<file path="config.mk">
export PLATFORM = sky130hd
export DESIGN_NAME = tls_server_hello_parser
export DESIGN_NICKNAME = d
export VERILOG_FILES = /design/src/design/tshp_pkg.sv /design/src/design/tshp_ctrl.sv /design/src/design/tshp_dpath.sv /design/src/design/tls_server_hello_parser.sv
export SDC_FILE = /design/constraint.sdc
export NUM_CORES = 1
export LEC_CHECK = 0
export BUFFER_PORTS_ARGS = -buffer_cell sky130_fd_sc_hd__buf_2
export CAP_MARGIN = 20
export CORE_MARGIN = 2
export CORE_UTILIZATION = 60
export DETAILED_ROUTE_END_ITERATION = 6
export GPL_ROUTABILITY_DRIVEN = 0
export PLACE_DENSITY_LB_ADDON = 0.12
export SYNTH_ARGS = -nofsm -noshare
export SYNTH_HDL_FRONTEND = slang
export SYNTH_SLANG_ARGS = --single-unit
</file>
<file path="constraint.sdc">
create_clock -name clk -period 8.72 [get_ports clk]
set_input_delay 1.744 -clock clk [delete_from_list [all_inputs] [get_ports clk]]
set_output_delay 1.744 -clock clk [all_outputs]
set_load 0.05 [all_outputs]
</file>
<file path="src/design/tshp_pkg.sv">
package tshp_pkg;

	localparam int MAX_EXT_DEF = 32;

	localparam int OUT_DW = 80;
	localparam int OUT_UW = 2;

	localparam logic [5:0]  SEEN_MAX   = 6'd40;
	localparam logic [5:0]  RUN_CAP    = 6'd32;
	localparam logic [16:0] OFF_MAX    = 17'h1ffff;
	localparam logic [15:0] SV_TYPE    = 16'h002b;
	localparam logic [3:0]  GREASE_NIB = 4'ha;

	typedef struct packed {
		logic take;
		logic rd;
		logic load;
		logic clear;
	} cmd_t;

	typedef struct packed {
		logic last;
	} sts_t;

	function automatic logic grease_type(input logic [15:0] t);
		return (t[15:8] == t[7:0]) && (t[3:0] == GREASE_NIB);
	endfunction

endpackage

</file>
<file path="src/design/tshp_ctrl.sv">
module tshp_ctrl
	import tshp_pkg::*;
(
	input  logic clk,
	input  logic arst_n,
	input  logic s_tvalid,
	input  logic s_tlast,
	output logic s_tready,
	input  logic m_tready,
	output logic m_tvalid,
	output cmd_t cmd,
	input  sts_t sts
);

	localparam logic [1:0] ST_IDLE = 2'd0;
	localparam logic [1:0] ST_READ = 2'd1;
	localparam logic [1:0] ST_LOAD = 2'd2;

	logic [1:0] state_q;
	logic [1:0] state_d;
	logic       m_tvalid_q;
	logic       slot_free;

	assign slot_free = !m_tvalid_q || m_tready;
	assign s_tready  = (state_q == ST_IDLE);
	assign m_tvalid  = m_tvalid_q;

	always_comb begin
		state_d   = state_q;
		cmd       = '0;
		unique case (state_q)
			ST_IDLE: begin
				cmd.take = s_tvalid;
				if (s_tvalid && s_tlast) begin
					state_d = ST_READ;
				end
			end
			ST_READ: begin
				cmd.rd  = 1'b1;
				state_d = ST_LOAD;
			end
			ST_LOAD: begin
				if (slot_free) begin
					cmd.load = 1'b1;
					if (sts.last) begin
						cmd.clear = 1'b1;
						state_d   = ST_IDLE;
					end else begin
						state_d = ST_READ;
					end
				end
			end
			default: begin
				state_d = ST_IDLE;
			end
		endcase
	end

	always_ff @(posedge clk or negedge arst_n) begin
		if (!arst_n) begin
			state_q    <= ST_IDLE;
			m_tvalid_q <= 1'b0;
		end else begin
			state_q <= state_d;
			if (cmd.load) begin
				m_tvalid_q <= 1'b1;
			end else if (m_tready) begin
				m_tvalid_q <= 1'b0;
			end
		end
	end

endmodule

</file>
<file path="src/design/tshp_dpath.sv">
module tshp_dpath
	import tshp_pkg::*;
#(
	parameter int MAX_EXTENSIONS = MAX_EXT_DEF
) (
	input  logic              clk,
	input  logic              arst_n,
	input  cmd_t              cmd,
	output sts_t              sts,
	input  logic [7:0]        in_byte,
	output logic [OUT_DW-1:0] out_data,
	output logic [OUT_UW-1:0] out_user,
	output logic              out_last
);

	localparam int AW = (MAX_EXTENSIONS > 1) ? $clog2(MAX_EXTENSIONS) : 1;
	localparam int CW = $clog2(MAX_EXTENSIONS + 1);

	localparam logic [3:0] PH_VER    = 4'd0;
	localparam logic [3:0] PH_RAND   = 4'd1;
	localparam logic [3:0] PH_SIDLEN = 4'd2;
	localparam logic [3:0] PH_SID    = 4'd3;
	localparam logic [3:0] PH_CIPHER = 4'd4;
	localparam logic [3:0] PH_COMP   = 4'd5;
	localparam logic [3:0] PH_EXTLEN = 4'd6;
	localparam logic [3:0] PH_HDR    = 4'd7;
	localparam logic [3:0] PH_BODY   = 4'd8;
	localparam logic [3:0] PH_SKIP   = 4'd9;

	logic [3:0]    phase_q, phase_d;
	logic [15:0]   pcnt_q, pcnt_d;
	logic [5:0]    seen_q, seen_d;
	logic [15:0]   legv_q, legv_d;
	logic [15:0]   ciph_q, ciph_d;
	logic [15:0]   chv_q, chv_d;
	logic [15:0]   blen_q, blen_d;
	logic [16:0]   boff_q, boff_d;
	logic [15:0]   ctype_q, ctype_d;
	logic [15:0]   clen_q, clen_d;
	logic [CW-1:0] cnt_q, cnt_d;
	logic          ovf_q, ovf_d;
	logic          err_q, err_d;
	logic          st_we;
	logic [4:0]    idx_q;

	logic [15:0]   store_mem [MAX_EXTENSIONS];
	logic [15:0]   rd_q;

	logic [OUT_DW-1:0] out_data_q;
	logic [OUT_UW-1:0] out_user_q;
	logic              out_last_q;

	logic        msg_ok;
	logic [6:0]  cnt_w;
	logic [5:0]  run_len;
	logic        has;

	always_comb begin
		logic [16:0] pc1;
		logic [15:0] len_new;
		logic [15:0] blen_new;
		logic [17:0] hdr_end;
		logic [17:0] body_end;

		phase_d = phase_q;
		pcnt_d  = pcnt_q;
		seen_d  = seen_q;
		legv_d  = legv_q;
		ciph_d  = ciph_q;
		chv_d   = chv_q;
		blen_d  = blen_q;
		boff_d  = boff_q;
		ctype_d = ctype_q;
		clen_d  = clen_q;
		cnt_d   = cnt_q;
		ovf_d   = ovf_q;
		err_d   = err_q;
		st_we   = 1'b0;

		pc1      = {1'b0, pcnt_q} + 17'd1;
		len_new  = {clen_q[7:0], in_byte};
		blen_new = {blen_q[7:0], in_byte};
		hdr_end  = {1'b0, boff_q} + 18'd1;
		body_end = hdr_end + {2'b00, len_new};

		if (cmd.clear) begin
			phase_d = PH_VER;
			pcnt_d  = '0;
			seen_d  = '0;
			legv_d  = '0;
			ciph_d  = '0;
			chv_d   = '0;
			blen_d  = '0;
			boff_d  = '0;
			ctype_d = '0;
			clen_d  = '0;
			cnt_d   = '0;
			ovf_d   = 1'b0;
			err_d   = 1'b0;
		end else if (cmd.take) begin
			if (seen_q < SEEN_MAX) begin
				seen_d = seen_q + 6'd1;
			end
			unique case (phase_q)
				PH_VER: begin
					legv_d = {legv_q[7:0], in_byte};
					if (pc1 == 17'd2) begin
						phase_d = PH_RAND;
						pcnt_d  = '0;
					end else begin
						pcnt_d = pc1[15:0];
					end
				end
				PH_RAND: begin
					if (pc1 == 17'd32) begin
						phase_d = PH_SIDLEN;
						pcnt_d  = '0;
					end else begin
						pcnt_d = pc1[15:0];
					end
				end
				PH_SIDLEN: begin
					clen_d  = {8'h00, in_byte};
					pcnt_d  = '0;
					phase_d = (in_byte == 8'h00) ? PH_CIPHER : PH_SID;
				end
				PH_SID: begin
					if (pc1 >= {1'b0, clen_q}) begin
						phase_d = PH_CIPHER;
						pcnt_d  = '0;
					end else begin
						pcnt_d = pc1[15:0];
					end
				end
				PH_CIPHER: begin
					ciph_d = {ciph_q[7:0], in_byte};
					if (pc1 == 17'd2) begin
						phase_d = PH_COMP;
						pcnt_d  = '0;
					end else begin
						pcnt_d = pc1[15:0];
					end
				end
				PH_COMP: begin
					phase_d = PH_EXTLEN;
					pcnt_d  = '0;
				end
				PH_EXTLEN: begin
					blen_d = blen_new;
					if (pc1 == 17'd2) begin
						boff_d  = '0;
						err_d   = (blen_new != 16'h0000);
						pcnt_d  = '0;
						phase_d = (blen_new >= 16'd4) ? PH_HDR : PH_SKIP;
					end else begin
						pcnt_d = pc1[15:0];
					end
				end
				PH_HDR: begin
					if (pcnt_q < 16'd2) begin
						ctype_d = {ctype_q[7:0], in_byte};
					end else begin
						clen_d = len_new;
					end
					if (pc1 == 17'd4) begin
						pcnt_d = '0;
						if (body_end > {2'b00, blen_q}) begin
							phase_d = PH_SKIP;
						end else begin
							if (!grease_type(ctype_q)) begin
								if (cnt_q < CW'(MAX_EXTENSIONS)) begin
									st_we = 1'b1;
									cnt_d = cnt_q + CW'(1);
								end else begin
									ovf_d = 1'b1;
								end
							end
							if (len_new == 16'h0000) begin
								phase_d = ((hdr_end + 18'd4) <= {2'b00, blen_q}) ?
									PH_HDR : PH_SKIP;
							end else begin
								phase_d = PH_BODY;
							end
						end
					end else begin
						pcnt_d = pc1[15:0];
					end
				end
				PH_BODY: begin
					if (ctype_q == SV_TYPE && clen_q == 16'd2) begin
						if (pcnt_q == 16'h0000) begin
							chv_d = {in_byte, chv_q[7:0]};
						end else begin
							chv_d = {chv_q[15:8], in_byte};
						end
					end
					if (pc1 >= {1'b0, clen_q}) begin
						pcnt_d  = '0;
						phase_d = ((hdr_end + 18'd4) <= {2'b00, blen_q}) ?
							PH_HDR : PH_SKIP;
					end else begin
						pcnt_d = pc1[15:0];
					end
				end
				default: begin
				end
			endcase
			if (phase_q >= PH_HDR && boff_q < OFF_MAX) begin
				boff_d = hdr_end[16:0];
				if (hdr_end >= {2'b00, blen_q}) begin
					err_d = 1'b0;
				end
			end
		end
	end

	always_ff @(posedge clk or negedge arst_n) begin
		if (!arst_n) begin
			phase_q <= PH_VER;
			pcnt_q  <= '0;
			seen_q  <= '0;
			legv_q  <= '0;
			ciph_q  <= '0;
			chv_q   <= '0;
			blen_q  <= '0;
			boff_q  <= '0;
			ctype_q <= '0;
			clen_q  <= '0;
			cnt_q   <= '0;
			ovf_q   <= 1'b0;
			err_q   <= 1'b0;
			idx_q   <= '0;
		end else begin
			phase_q <= phase_d;
			pcnt_q  <= pcnt_d;
			seen_q  <= seen_d;
			legv_q  <= legv_d;
			ciph_q  <= ciph_d;
			chv_q   <= chv_d;
			blen_q  <= blen_d;
			boff_q  <= boff_d;
			ctype_q <= ctype_d;
			clen_q  <= clen_d;
			cnt_q   <= cnt_d;
			ovf_q   <= ovf_d;
			err_q   <= err_d;
			if (cmd.load) begin
				idx_q <= sts.last ? 5'd0 : (idx_q + 5'd1);
			end
		end
	end

	always_ff @(posedge clk) begin
		if (st_we) begin
			store_mem[AW'(cnt_q)] <= ctype_q;
		end
		if (cmd.rd) begin
			rd_q <= store_mem[AW'(idx_q)];
		end
	end

	// result of the run: message check and entry selection
	assign msg_ok  = (seen_q >= SEEN_MAX) && (phase_q >= PH_HDR) && !err_q &&
		(boff_q >= {1'b0, blen_q});
	assign cnt_w   = 7'(cnt_q);
	assign run_len = (cnt_w < {1'b0, RUN_CAP}) ? cnt_w[5:0] : RUN_CAP;
	assign has     = ({1'b0, idx_q} < run_len);
	assign sts.last = !msg_ok || (({1'b0, idx_q} + 6'd1) >= run_len);

	always_ff @(posedge clk) begin
		if (cmd.load) begin
			if (msg_ok) begin
				out_data_q <= {4'h0,
					has ? idx_q : 5'd0,
					has ? rd_q : 16'h0000,
					ovf_q,
					cnt_w[5:0],
					chv_q,
					ciph_q,
					legv_q};
				out_user_q <= {has, 1'b1};
			end else begin
				out_data_q <= '0;
				out_user_q <= '0;
			end
			// an invalid message gives one all-zero transfer, tlast included
			out_last_q <= msg_ok && sts.last;
		end
	end

	assign out_data = out_data_q;
	assign out_user = out_user_q;
	assign out_last = out_last_q;

endmodule

</file>
<file path="src/design/tls_server_hello_parser.sv">
// ServerHello body parser.
// Input stream s_*: one body byte per transfer, starting at the legacy
// version; s_tlast marks the final byte of a message. Bytes are taken at
// one per cycle while a message is being parsed.
// Output stream m_*: after the final byte, a run of 1 to 32 result
// transfers (one per stored extension type, or one when none are stored or
// the message is invalid); m_tlast marks the last result of a valid message.
// An invalid message gives a single all-zero transfer with m_tlast low.
// The first result follows the final byte's transfer after a type store read and an output register load.
// Each result takes a read of the type store, then a load of the
// output register. s_tready stays low from the final byte until the last
// result of the run has been loaded into the output register.
// When m_tready is low the output register holds its transfer and the run
// waits; the next message's bytes are accepted once the last result is loaded.
// Reset clears the parser and any pending output; the type store is not
// cleared, and an entry not written for the current message may be read but is not output.
module tls_server_hello_parser
	import tshp_pkg::*;
#(
	parameter int MAX_EXTENSIONS = MAX_EXT_DEF
) (
	input  logic              clk,
	input  logic              arst_n,
	input  logic              s_tvalid,
	output logic              s_tready,
	input  logic [7:0]        s_tdata,   // data_byte
	input  logic              s_tlast,   // end_of_message
	output logic              m_tvalid,
	input  logic              m_tready,
	// legacy_version, cipher_suite, chosen_version, extension_count, overflow,
	// extension_type, entry_index, zero pad
	output logic [OUT_DW-1:0] m_tdata,
	output logic [OUT_UW-1:0] m_tuser,   // valid_res, entry_present
	output logic              m_tlast    // last_of_run
);

	cmd_t cmd;
	sts_t sts;

	tshp_ctrl u_ctrl (
		.clk      (clk),
		.arst_n   (arst_n),
		.s_tvalid (s_tvalid),
		.s_tlast  (s_tlast),
		.s_tready (s_tready),
		.m_tready (m_tready),
		.m_tvalid (m_tvalid),
		.cmd      (cmd),
		.sts      (sts)
	);

	tshp_dpath #(
		.MAX_EXTENSIONS (MAX_EXTENSIONS)
	) u_dpath (
		.clk      (clk),
		.arst_n   (arst_n),
		.cmd      (cmd),
		.sts      (sts),
		.in_byte  (s_tdata),
		.out_data (m_tdata),
		.out_user (m_tuser),
		.out_last (m_tlast)
	);

endmodule

</file>
Yosys cells after proc, flatten, opt, wreduce, memory -nomap -nowiden --
Memory sizes are Yosys's and may differ from the RTL's. A register that Yosys moved wholly into a read port is not among the register bits. Index checks and enable logic that the tools add are counted.
Word-level totals: memories 1, logic and storage cells 228, output and inout bits 85, memory bits (writable) 512, input bits 13, register bits after elaboration 238
Memories:
- u_dpath.store_mem | words 32, width 16, read ports 1, clocked after memory_dff 1, wr ports 1, line tshp_dpath.sv:46 | logic [15:0] store_mem [MAX_EXTENSIONS];
Cells by class: reductions and logical operators 55, add/subtract/negate cells 8, equal/unequal tests 31, order comparisons 15, multiplexer cells 95
Operators with widths (count):
- $mux 16 | 27
- $mux 17 | 5
- $pmux 16 s5 | 1
- $mux 6 | 11
- $mux 4 | 13
- $pmux 4 s9 | 1
- $ge 17x16->1 | 2
- $logic_not 16->1 | 2
- $pmux 16 s2 | 1
- $mux 1 | 29
- $reduce_bool 2->1 | 13
- $ne 3x2->1 const B | 7
- $add 17x1->18 const B | 1
- $add 18x16->18 | 1
- $add 18x3->18 const B | 1
- $ge 18x16->1 | 1
- $gt 18x16->1 | 1
- $le 18x16->1 | 1
- $lt 6x6->1 const B | 3
- $add 16x1->17 const B | 1
- $eq 17x2->1 const B | 1
- $eq 17x3->1 const B | 1
- $eq 17x6->1 const B | 1
- $lt 17x17->1 const B | 1
- 42 further kinds | 78

Depth between registers and ports, before layout --
Gate-level depths: netlist (run 1).
depth after elaboration 12, depth in mapped cells 25, mapped depth without buffers 24

Hierarchy --
A second synthesis (run 1) with hierarchy kept.
Second synthesis, totals: cell total of the unflattened synthesis 2245, area total of the unflattened synthesis 34241.6 µm²
Modules (own cells, without submodules):
- tshp_dpath | sequential area each 22031.1 µm², cells an instance 2229, instances 1, area an instance 34063.9 µm²
- tshp_ctrl | sequential area each 75.1 µm², cells an instance 16, instances 1, area an instance 177.7 µm²

Worst setup path before layout (run 1) --
OpenSTA, ideal clock, no wires.
path type input to register, start point input port s_tdata[0], end point memory u_dpath.store_mem[20][0], enable pin, required time 8.332 ns, path buffers 0, arrival time 5.794 ns, path slack 2.537 ns, cell stages on the path 18, library setup time 0.388 ns, cells stage by stage ha_1 > fa_1 > a211oi_1 > nor2_1 > o31a_1 > or2_2 > a21o_1 > a21oi_1 > xnor2_1 > ha_1 > a21oi_1 > o21ai_0 > a21oi_1 > o21a_1 > o211ai_2 > nor3_4 > nand2_1 > nor2_1
Between the ends: cells in the longest elaborated chain, start to end 9
Ends and longest elaborated chain:
- start, declared | line tls_server_hello_parser.sv:26 | input logic [7:0] s_tdata,
- $add 18x16->18 | line tshp_dpath.sv:84 | body_end = hdr_end + {2'b00, len_new};
- $gt 18x16->1 | line tshp_dpath.sv:167 | if (body_end > {2'b00, blen_q}) begin
- $mux 1 | line tshp_dpath.sv:167
- $mux 1 | line tshp_dpath.sv:165 | if (pc1 == 17'd4) begin
- $mux 1 | line tshp_dpath.sv:104 | unique case (phase_q)
- $mux 1 | line tshp_dpath.sv:100 | end else if (cmd.take) begin
- $mux 1 | line tshp_dpath.sv:86 | if (cmd.clear) begin
- $mux 1 | line tshp_dpath.sv:254 | if (st_we) begin
- $mux 1 (not written as such) | line tshp_dpath.sv:255 | store_mem[AW'(cnt_q)] <= ctype_q;
- end, declared | line tshp_dpath.sv:46
No other way between the ends.

Worst setup path in the final report (run 1) --
start point input port s_tdata[0], end point memory u_dpath.store_mem[8][5], enable pin
Same word-level chain as after synthesis.

==> results of run 1 <==
cells by family (layout without fill, tap and decap cells):
group | after synthesis | in the layout | synth area share [%]
DFF | 762 | 762 | 64.6
buffers and inverters | 198 | 372 | 2.33
xor gates and xnor gates | 57 | 57 | 1.46
muxes | 206 | 206 | 11.9
and+or+nand+nor | 657 | 657 | 9.61
other | 1 | 4 | 0.0110
adders and majority gates | 122 | 122 | 4.48
AOI/OAI and AO/OA | 307 | 307 | 5.56
metal layers:
metal  vias to the layer above  wire (µm)  global-route usage (%)
li1                       9033          -                       -
met1                     10546      35000                    43.3
met2                      1035      38500                    43.3
met3                       117       7370                    4.47
met4                         2       1910                    7.81
met5                         -         13                       0
metrics by stage:
stage	cell area, µm²	util [%]
6_report	38200	67.8
4_1_cts	38100	67.7
3_5_place_dp	35600	63.2
3_3_place_gp	35600	63.2
2_1_floorplan	34200	-
5_1_grt	38200	67.8
critical path, stage by stage:
cell	delay [ns]
buf_2	0.19
ha_1	0.26
fa_1	0.42
a211oi_1	0.27
nor2_1	0.12
o31a_1	0.30
or2_2	0.31
a21o_1	0.18
a21oi_1	0.17
xnor2_1	0.14
ha_1	0.27
a21oi_1	0.14
o21ai_0	0.10
a21oi_1	0.17
o21a_1	0.18
o211ai_2	0.21
nor3_4	0.34
nand2_1	0.40
nor2_1	0.71
buf_4	0.30
how the worst min path moves through the flow:
stage                        endpoint  slack, ns
floorplan               u_dpath.ovf_q       0.45
global placement    u_dpath.seen_q[5]       0.47
detailed placement      u_dpath.ovf_q       0.48
CTS                     u_dpath.ovf_q       0.49
global route        u_dpath.seen_q[5]       0.51
finish                  u_dpath.ovf_q       0.49
power by group through the flow:
stage	Clock [W]	Combinational [W]	Sequential, W
after floorplan	0	0.000811	0.00468
after global placement	0	0.00152	0.00442
after detailed placement	0	0.00155	0.00443
after CTS	0.00334	0.00155	0.00436
after global routing	0.00349	0.00169	0.00439
final	0.00329	0.00157	0.00436
layout by cell type, fill, tap and decap left out, drive strengths merged, types with 6 or more instances in the layout:
master	count
buf	157
nand4	34
nand2b	11
o21a	7
a21o	25
xnor2	34
nor3	28
nor2	129
mux4	160
o21ai	59
a21oi	134
a22o	7
nand3	60
or3	10
nand3b	6
mux2i	28
inv	77
clkbuf	90
o31ai	7
nor3b	8
nor4	22
ha	121
and2	83
and3	12
mux2	18
and4	7
a211oi	9
o21bai	6
dfrtp	155
xor2	23
a31oi	8
bufinv	8
clkinv	38
edfxtp	607
nor2b	17
nand2	210
final cells by class:
cell class / instances / area (µm²)
Timing Repair Buffer: 157 / 973
Tap cell: 756 / 946
Sequential cell: 762 / 22100
Fill cell: 3896 / 18200
Clock inverter: 50 / 517
Clock buffer: 90 / 2010
Inverter: 75 / 283
Multi-Input combinational cell: 1353 / 11400
flip-flops by register name, summed over array words and instances (netlist names), 6 cells and up:
| signal | flops |
|---|---|
| u_dpath.blen_q | 16 |
| u_dpath.boff_q | 17 |
| u_dpath.chv_q | 16 |
| u_dpath.ciph_q | 16 |
| u_dpath.clen_q | 16 |
| u_dpath.cnt_q | 6 |
| u_dpath.ctype_q | 16 |
| u_dpath.legv_q | 16 |
| u_dpath.out_data | 76 |
| u_dpath.pcnt_q | 16 |
| u_dpath.rd_q | 16 |
| u_dpath.seen_q | 6 |
| u_dpath.store_mem | 512 |
==> results.py, run 1 <==
metrics = {
    "status": {
        "outcome": "finished clean",
    },
    "power_and_ir_drop": {
        "p_leak_nw": 13.9,
        "p_clk_share_pct": 35.6,
        "switching_share_pct": 29.5,
        "internal-power_w": 0.00650,
        "power.total_w": 0.00922,
        "power_frac_seq_pct": 47.3,
        "powerDensity_nw_per_um2": 241,
        "vdd_drop_max_mv": 0.202,
        "p_switching_w": 0.00272,
        "power_frac_comb_pct": 17.0,
    },
    "sta": {
        "finalMaxSlewViolations": 0,
        "setup_slack_ns": 2.11,
        "setup_viol": 0,
        "fin_worst_skew_ns": 0.0234,
        "tns_ns": 0,
        "rsz0062_at_grt": "false",
        "period_minus_slack_ns": 6.61,
        "finalCritPeriodShare_pct": 75.8,
        "max_freq_mhz": 151,
        "tightest_slew_ns": 1.08,
        "hold_violations": 0,
        "maxSlewHeadroom_pct": 27.7,
        "holdWs_ns": 0.492,
    },
    "min_path": {
        "hold_depth": 2,
        "hold_class": "reg2reg",
        "hp-start": "u_dpath.ovf_q",
    },
    "floorplanning": {
        "rows": 87,
        "dieHeight_um": 243,
        "design.core.area_um2": 56400,
        "dieArea_um2": 59000,
        "ios": 98,
        "die_w_um": 243,
        "start_util_pct": 60.7,
    },
    "clock_tree": {
        "cts_buffers": 76,
        "holdBufCountCts": 0,
        "cts_tree": "done",
        "cts-root-buf": "clkbuf_16",
        "clk_pin_slew_ns": 0.06,
        "cts.sinks": 762,
        "cts_max_level": 3,
        "clk_latency_ns": 0.62,
        "cts_resized": 0,
        "post_cts_buffers": 0,
        "clock_path_buffers": 3,
    },
    "run": {
        "cap_viol_max_count": 0,
    },
    "synth": {
        "synth.area.top_cells": "edfxtp_1 53%, dfrtp_1 11%, mux4_2 11%, ha_1 4.4%, nand2_1 2.3%",
        "synth_area_per_cell_um2": 14.8,
        "ys_types": 87,
        "synthMostInstantiatedCell": "edfxtp_1",
        "yosysTopAreaCell": "edfxtp_1",
        "ys_seq_area_share_pct": 64.6,
        "synth_async_sr_flop_share_pct": 20.3,
        "synthCells": 2310,
        "synth_top_area_share_pct": 53.3,
        "ys_ff_latch": 762,
        "ys_warn_count": 0,
        "synthTopCellsByCount": "607 x edfxtp_1, 210 x nand2_1, 160 x mux4_2, 155 x dfrtp_1, 134 x a21oi_1",
        "synth_area_um2": 34200,
        "synth-main-ff-cell": "edfxtp_1",
        "synth_edf_count": 607,
    },
    "worst_setup_path": {
        "crit_start": "s_tdata[0]",
        "rr_endpoint": "u_dpath.store_mem[8][5]",
        "cp.arrival_ns": 6.93,
        "cp-end-kind": "flip-flop",
        "rrSetupSlack_ns": 2.17,
        "cp-start-kind": "primary input",
        "ff2ff_path_depth": 21,
        "reg2reg_from": "u_dpath.boff_q[2]",
        "setup.worst_path.end": "u_dpath.store_mem[8][5]",
        "path_class": "in2reg",
        "worstPathRequired_ns": 9.05,
        "cp_max_fo": 9,
    },
    "place": {
        "pre_cts_slack_ns": 1.61,
        "placed_cells": 3097,
        "dpl.hpwl_mm": 52.8,
        "port_buffers": 93,
    },
    "detailed_routing": {
        "wl_mm": 82.8,
        "antenna_left": 0,
        "via_per_inst": 6.39,
        "vias": 20733,
        "firstDrtPassIters": 5,
        "drc": 0,
        "wl_per_cell_um": 25.5,
        "first_iter_violations": 2738,
    },
    "cells_and_area": {
        "area_growth_pct": 11.7,
        "fin_nets": 2560,
        "antenna_cells": 0,
        "drive_gt1_share_pct": 19.7,
        "fin_cells": 3243,
    },
    "global_route": {
        "grt_overflow_total": 0,
        "grt_max_degree": 102,
        "grt_usage_pct": 28.4,
        "grt_pass1_wl_mm": 125,
        "grt_pass1_vias": 19781,
        "antenna_found_initial": 5,
    },
}
Power figures use the tool's default switching activity.
==> inputs of run 2 (changes only) <==
Settings changed: ABC_AREA from default to 1, CORE_UTILIZATION 60 to 56.
Clock period 8.72 ns to 5.5 ns, I/O delays scaled along.
==> run 2 against run 1 <==
Final cell count is 26% higher. First-iteration DRC count is 27% higher. Highest routed layer unchanged. Synthesized cell count is 36% higher. Clock power is 68% higher. Critical endpoint is now u_dpath.store_mem[4][14]. Sequential share of layout area is 0.64 points lower. Via count is 23% higher. Sequential power is 76% higher. Register-to-register slack worse by 1.8 ns. The run now ends with design-rule violations left. Critical path type is now reg2reg.
==> results.py, run 2 <==
metrics = {
    "clock_tree": {
        "clk_pin_slew_ns": 0.06,
        "clock_path_buffers": 3,
        "cts_tree": "done",
        "cts_buffers": 79,
        "cts_max_level": 3,
        "cts-root-buf": "clkbuf_16",
        "clk_latency_ns": 0.64,
        "cts.sinks": 762,
    },
    "cells_and_area": {
        "fin_cells": 4101,
        "n_fill_cell": 4694,
        "largest_register_ffs": 512,
        "fin_nets": 3387,
        "regMostFlops": "u_dpath.store_mem",
        "drive_gt1_share_pct": 10.8,
        "post-route-util_pct": 63.8,
        "area_growth_pct": 12.3,
        "final_common_cell": "edfxtp_1",
        "final_cell_mix": "607 x edfxtp_1, 515 x nor2_1, 397 x o21ai_0, 345 x nand2_1, 258 x inv_1",
        "regArea_um2": 22100,
        "multi_input_area_um2": 10800,
    },
    "global_route": {
        "grt_max_degree": 257,
        "antenna_found_initial": 3,
        "grt_pass1_wl_mm": 147,
        "grt_pass1_vias": 24161,
        "grt_overflow_total": 0,
        "grt_usage_pct": 31.0,
    },
    "sta": {
        "tns_ns": 0,
        "fin_worst_skew_ns": 0.0154,
        "max_freq_mhz": 196,
        "holdWs_ns": 0.485,
        "hold_violations": 0,
        "setup_viol": 0,
        "tightest_slew_ns": 1.14,
        "finalMaxSlewViolations": 0,
        "rsz0062_at_grt": "false",
        "maxSlewHeadroom_pct": 24.0,
        "period_minus_slack_ns": 5.10,
        "finalCritPeriodShare_pct": 92.7,
    },
    "detailed_routing": {
        "wl_mm": 98.7,
        "antenna_left": 0,
        "firstDrtPassIters": 7,
        "via_per_inst": 6.22,
        "first_iter_violations": 3468,
        "vias": 25500,
        "wl_per_cell_um": 24.1,
        "drc": 13,
    },
    "floorplanning": {
        "start_util_pct": 56.8,
        "ios": 98,
        "dieHeight_um": 252,
        "die_w_um": 252,
        "rows": 90,
        "dieArea_um2": 63400,
        "design.core.area_um2": 60600,
    },
    "power_and_ir_drop": {
        "p_leak_nw": 15.0,
        "powerDensity_nw_per_um2": 428,
        "vdd_drop_max_mv": 0.376,
    },
    "place": {
        "dpl.hpwl_mm": 64.2,
        "port_buffers": 93,
        "placed_cells": 3949,
    },
    "status": {
        "violations": "design-rule violations",
        "outcome": "finished, violations left",
    },
    "worst_setup_path": {
        "path_class": "reg2reg",
        "cp-end-kind": "flip-flop",
        "critPathMaxStageDelay_ns": 0.47,
        "critPathSlowestCell": "dfrtp_1",
        "worstPathRequired_ns": 5.82,
        "crit_top_cell": "nand2_1",
        "cp.arrival_ns": 5.42,
        "cp_max_fo": 16,
        "cp-start-kind": "flip-flop",
    },
    "synth": {
        "ys_seq_area_share_pct": 64.3,
        "synthCells": 3143,
        "synthMuxAreaShare_pct": 0,
        "synth.area.top_cells": "edfxtp_1 53%, dfrtp_1 11%, o21ai_0 5.8%, nor2_1 5.7%, ha_1 4.4%",
        "yosysTopAreaCell": "edfxtp_1",
        "synth_area_per_cell_um2": 10.9,
        "synth-simple-area-share_pct": 13.8,
        "synth_area_um2": 34400,
        "synthXorXnorAreaFrac_pct": 1.09,
        "synth-main-ff-cell": "edfxtp_1",
        "synth_edf_count": 607,
        "synth_async_sr_flop_share_pct": 20.3,
        "synth_top_area_share_pct": 53.0,
        "synth_top_family_by_area": "simple AND/OR/NAND/NOR gates",
        "ys_ff_latch": 762,
        "ys_warn_count": 0,
        "synth_fa_ha_area_share_pct": 4.46,
        "synth_compound_gate_area_share_pct": 11.7,
        "synthMostInstantiatedCell": "edfxtp_1",
        "synthTopCellsByCount": "607 x edfxtp_1, 519 x nor2_1, 397 x o21ai_0, 346 x nand2_1, 262 x inv_1",
        "ys_types": 52,
    },
    "run": {
        "cap_viol_max_count": 0,
    },
    "min_path": {
        "hold_class": "reg2reg",
    },
}
[run 2: cell types whose count changed in the layout (fill, tap and decap cells not counted), moves of 78 or more]
cell      previous run  this run
nor2_1             129       515
o21ai_0             59       397
inv_1               74       258
mux4_2             160         0
nand2_1            210       345
o221ai_1             1        94
nand3_1             58       138
a21oi_1            133        55
and2_1              81         3
[run 2: metrics by stage]
step	total power [W]	setup slack, ns	instance area, µm²
global route	0.0171	0.0210	38600
CTS	0.0165	0.228	38600
floorplan	0.00961	0.590	34400
global placement	0.0110	0.369	35900
detailed placement	0.0110	0.246	35900
finish	0.0165	0.404	38600
[run 2: layout make-up]
type	instances	share of cell area, %
antenna	1	0.00648
timing repair buffer	167	2.76
tap	782	2.53
clock inverter	52	1.55
multi-input combinational	1968	27.8
inverter	274	2.69
clock buffer	95	5.38
sequential	762	57.3
[run 2: report_power, final]
group          switching [W]  total, W  internal [W]  leakage, nW
Sequential          0.000629   0.00768       0.00705         7.66
Combinational        0.00259   0.00333      0.000741         6.05
Clock                0.00230   0.00554       0.00324         1.30
Total                0.00551    0.0165        0.0110         15.0
[run 2: cells by family after synthesis]
group | after synthesis
DFF | 762
xor gates and xnor gates | 41
other | 1
adders and majority gates | 122
and+or+nand+nor | 1113
AOI/OAI and AO/OA | 688
buffers and inverters | 416
[run 2: worst paths after layout]
kind	cells after the start	slack, ns	start	end
worst max-delay path	25	0.40	u_dpath.boff_q[4]	u_dpath.store_mem[4][14]
worst min-delay path	2	0.48	u_dpath.legv_q[5]	u_dpath.legv_q[5]
worst max register to register	25	0.40	u_dpath.boff_q[4]	u_dpath.store_mem[4][14]
worst min register to register	2	0.48	u_dpath.legv_q[5]	u_dpath.legv_q[5]
max in group asynchronous	2	3.76	arst_n	u_dpath.err_q
min in group asynchronous	1	0.54	arst_n	u_dpath.ciph_q[13]
[run 2: layer usage]
metal,wire length [µm],vias to the layer above,track usage (%)
met1,38700,12300,42.6
met5,16,-,0
li1,-,11385,-
met3,9810,266,5.34
met4,4540,2,12.8
met2,45600,1547,49.4
[run 2: what timing repair did]
action / CTS / global route
setup buffers: 0 / 4
gates resized for setup: 0 / 5
endpoints found under the setup margin: 0 / 510
hold endpoints to repair: 0 / 0
hold buffers: 0 / 0
[run 2: worst max-delay path: cells and delay by family (launching register included)]
kind / cells / cell delay (ns)
flops: 1 / 0.47
buf+inv: 5 / 0.94
compound gates: 3 / 0.50
simple gates: 14 / 2.09
fa+ha+maj: 2 / 0.60
xor+xnor: 1 / 0.17
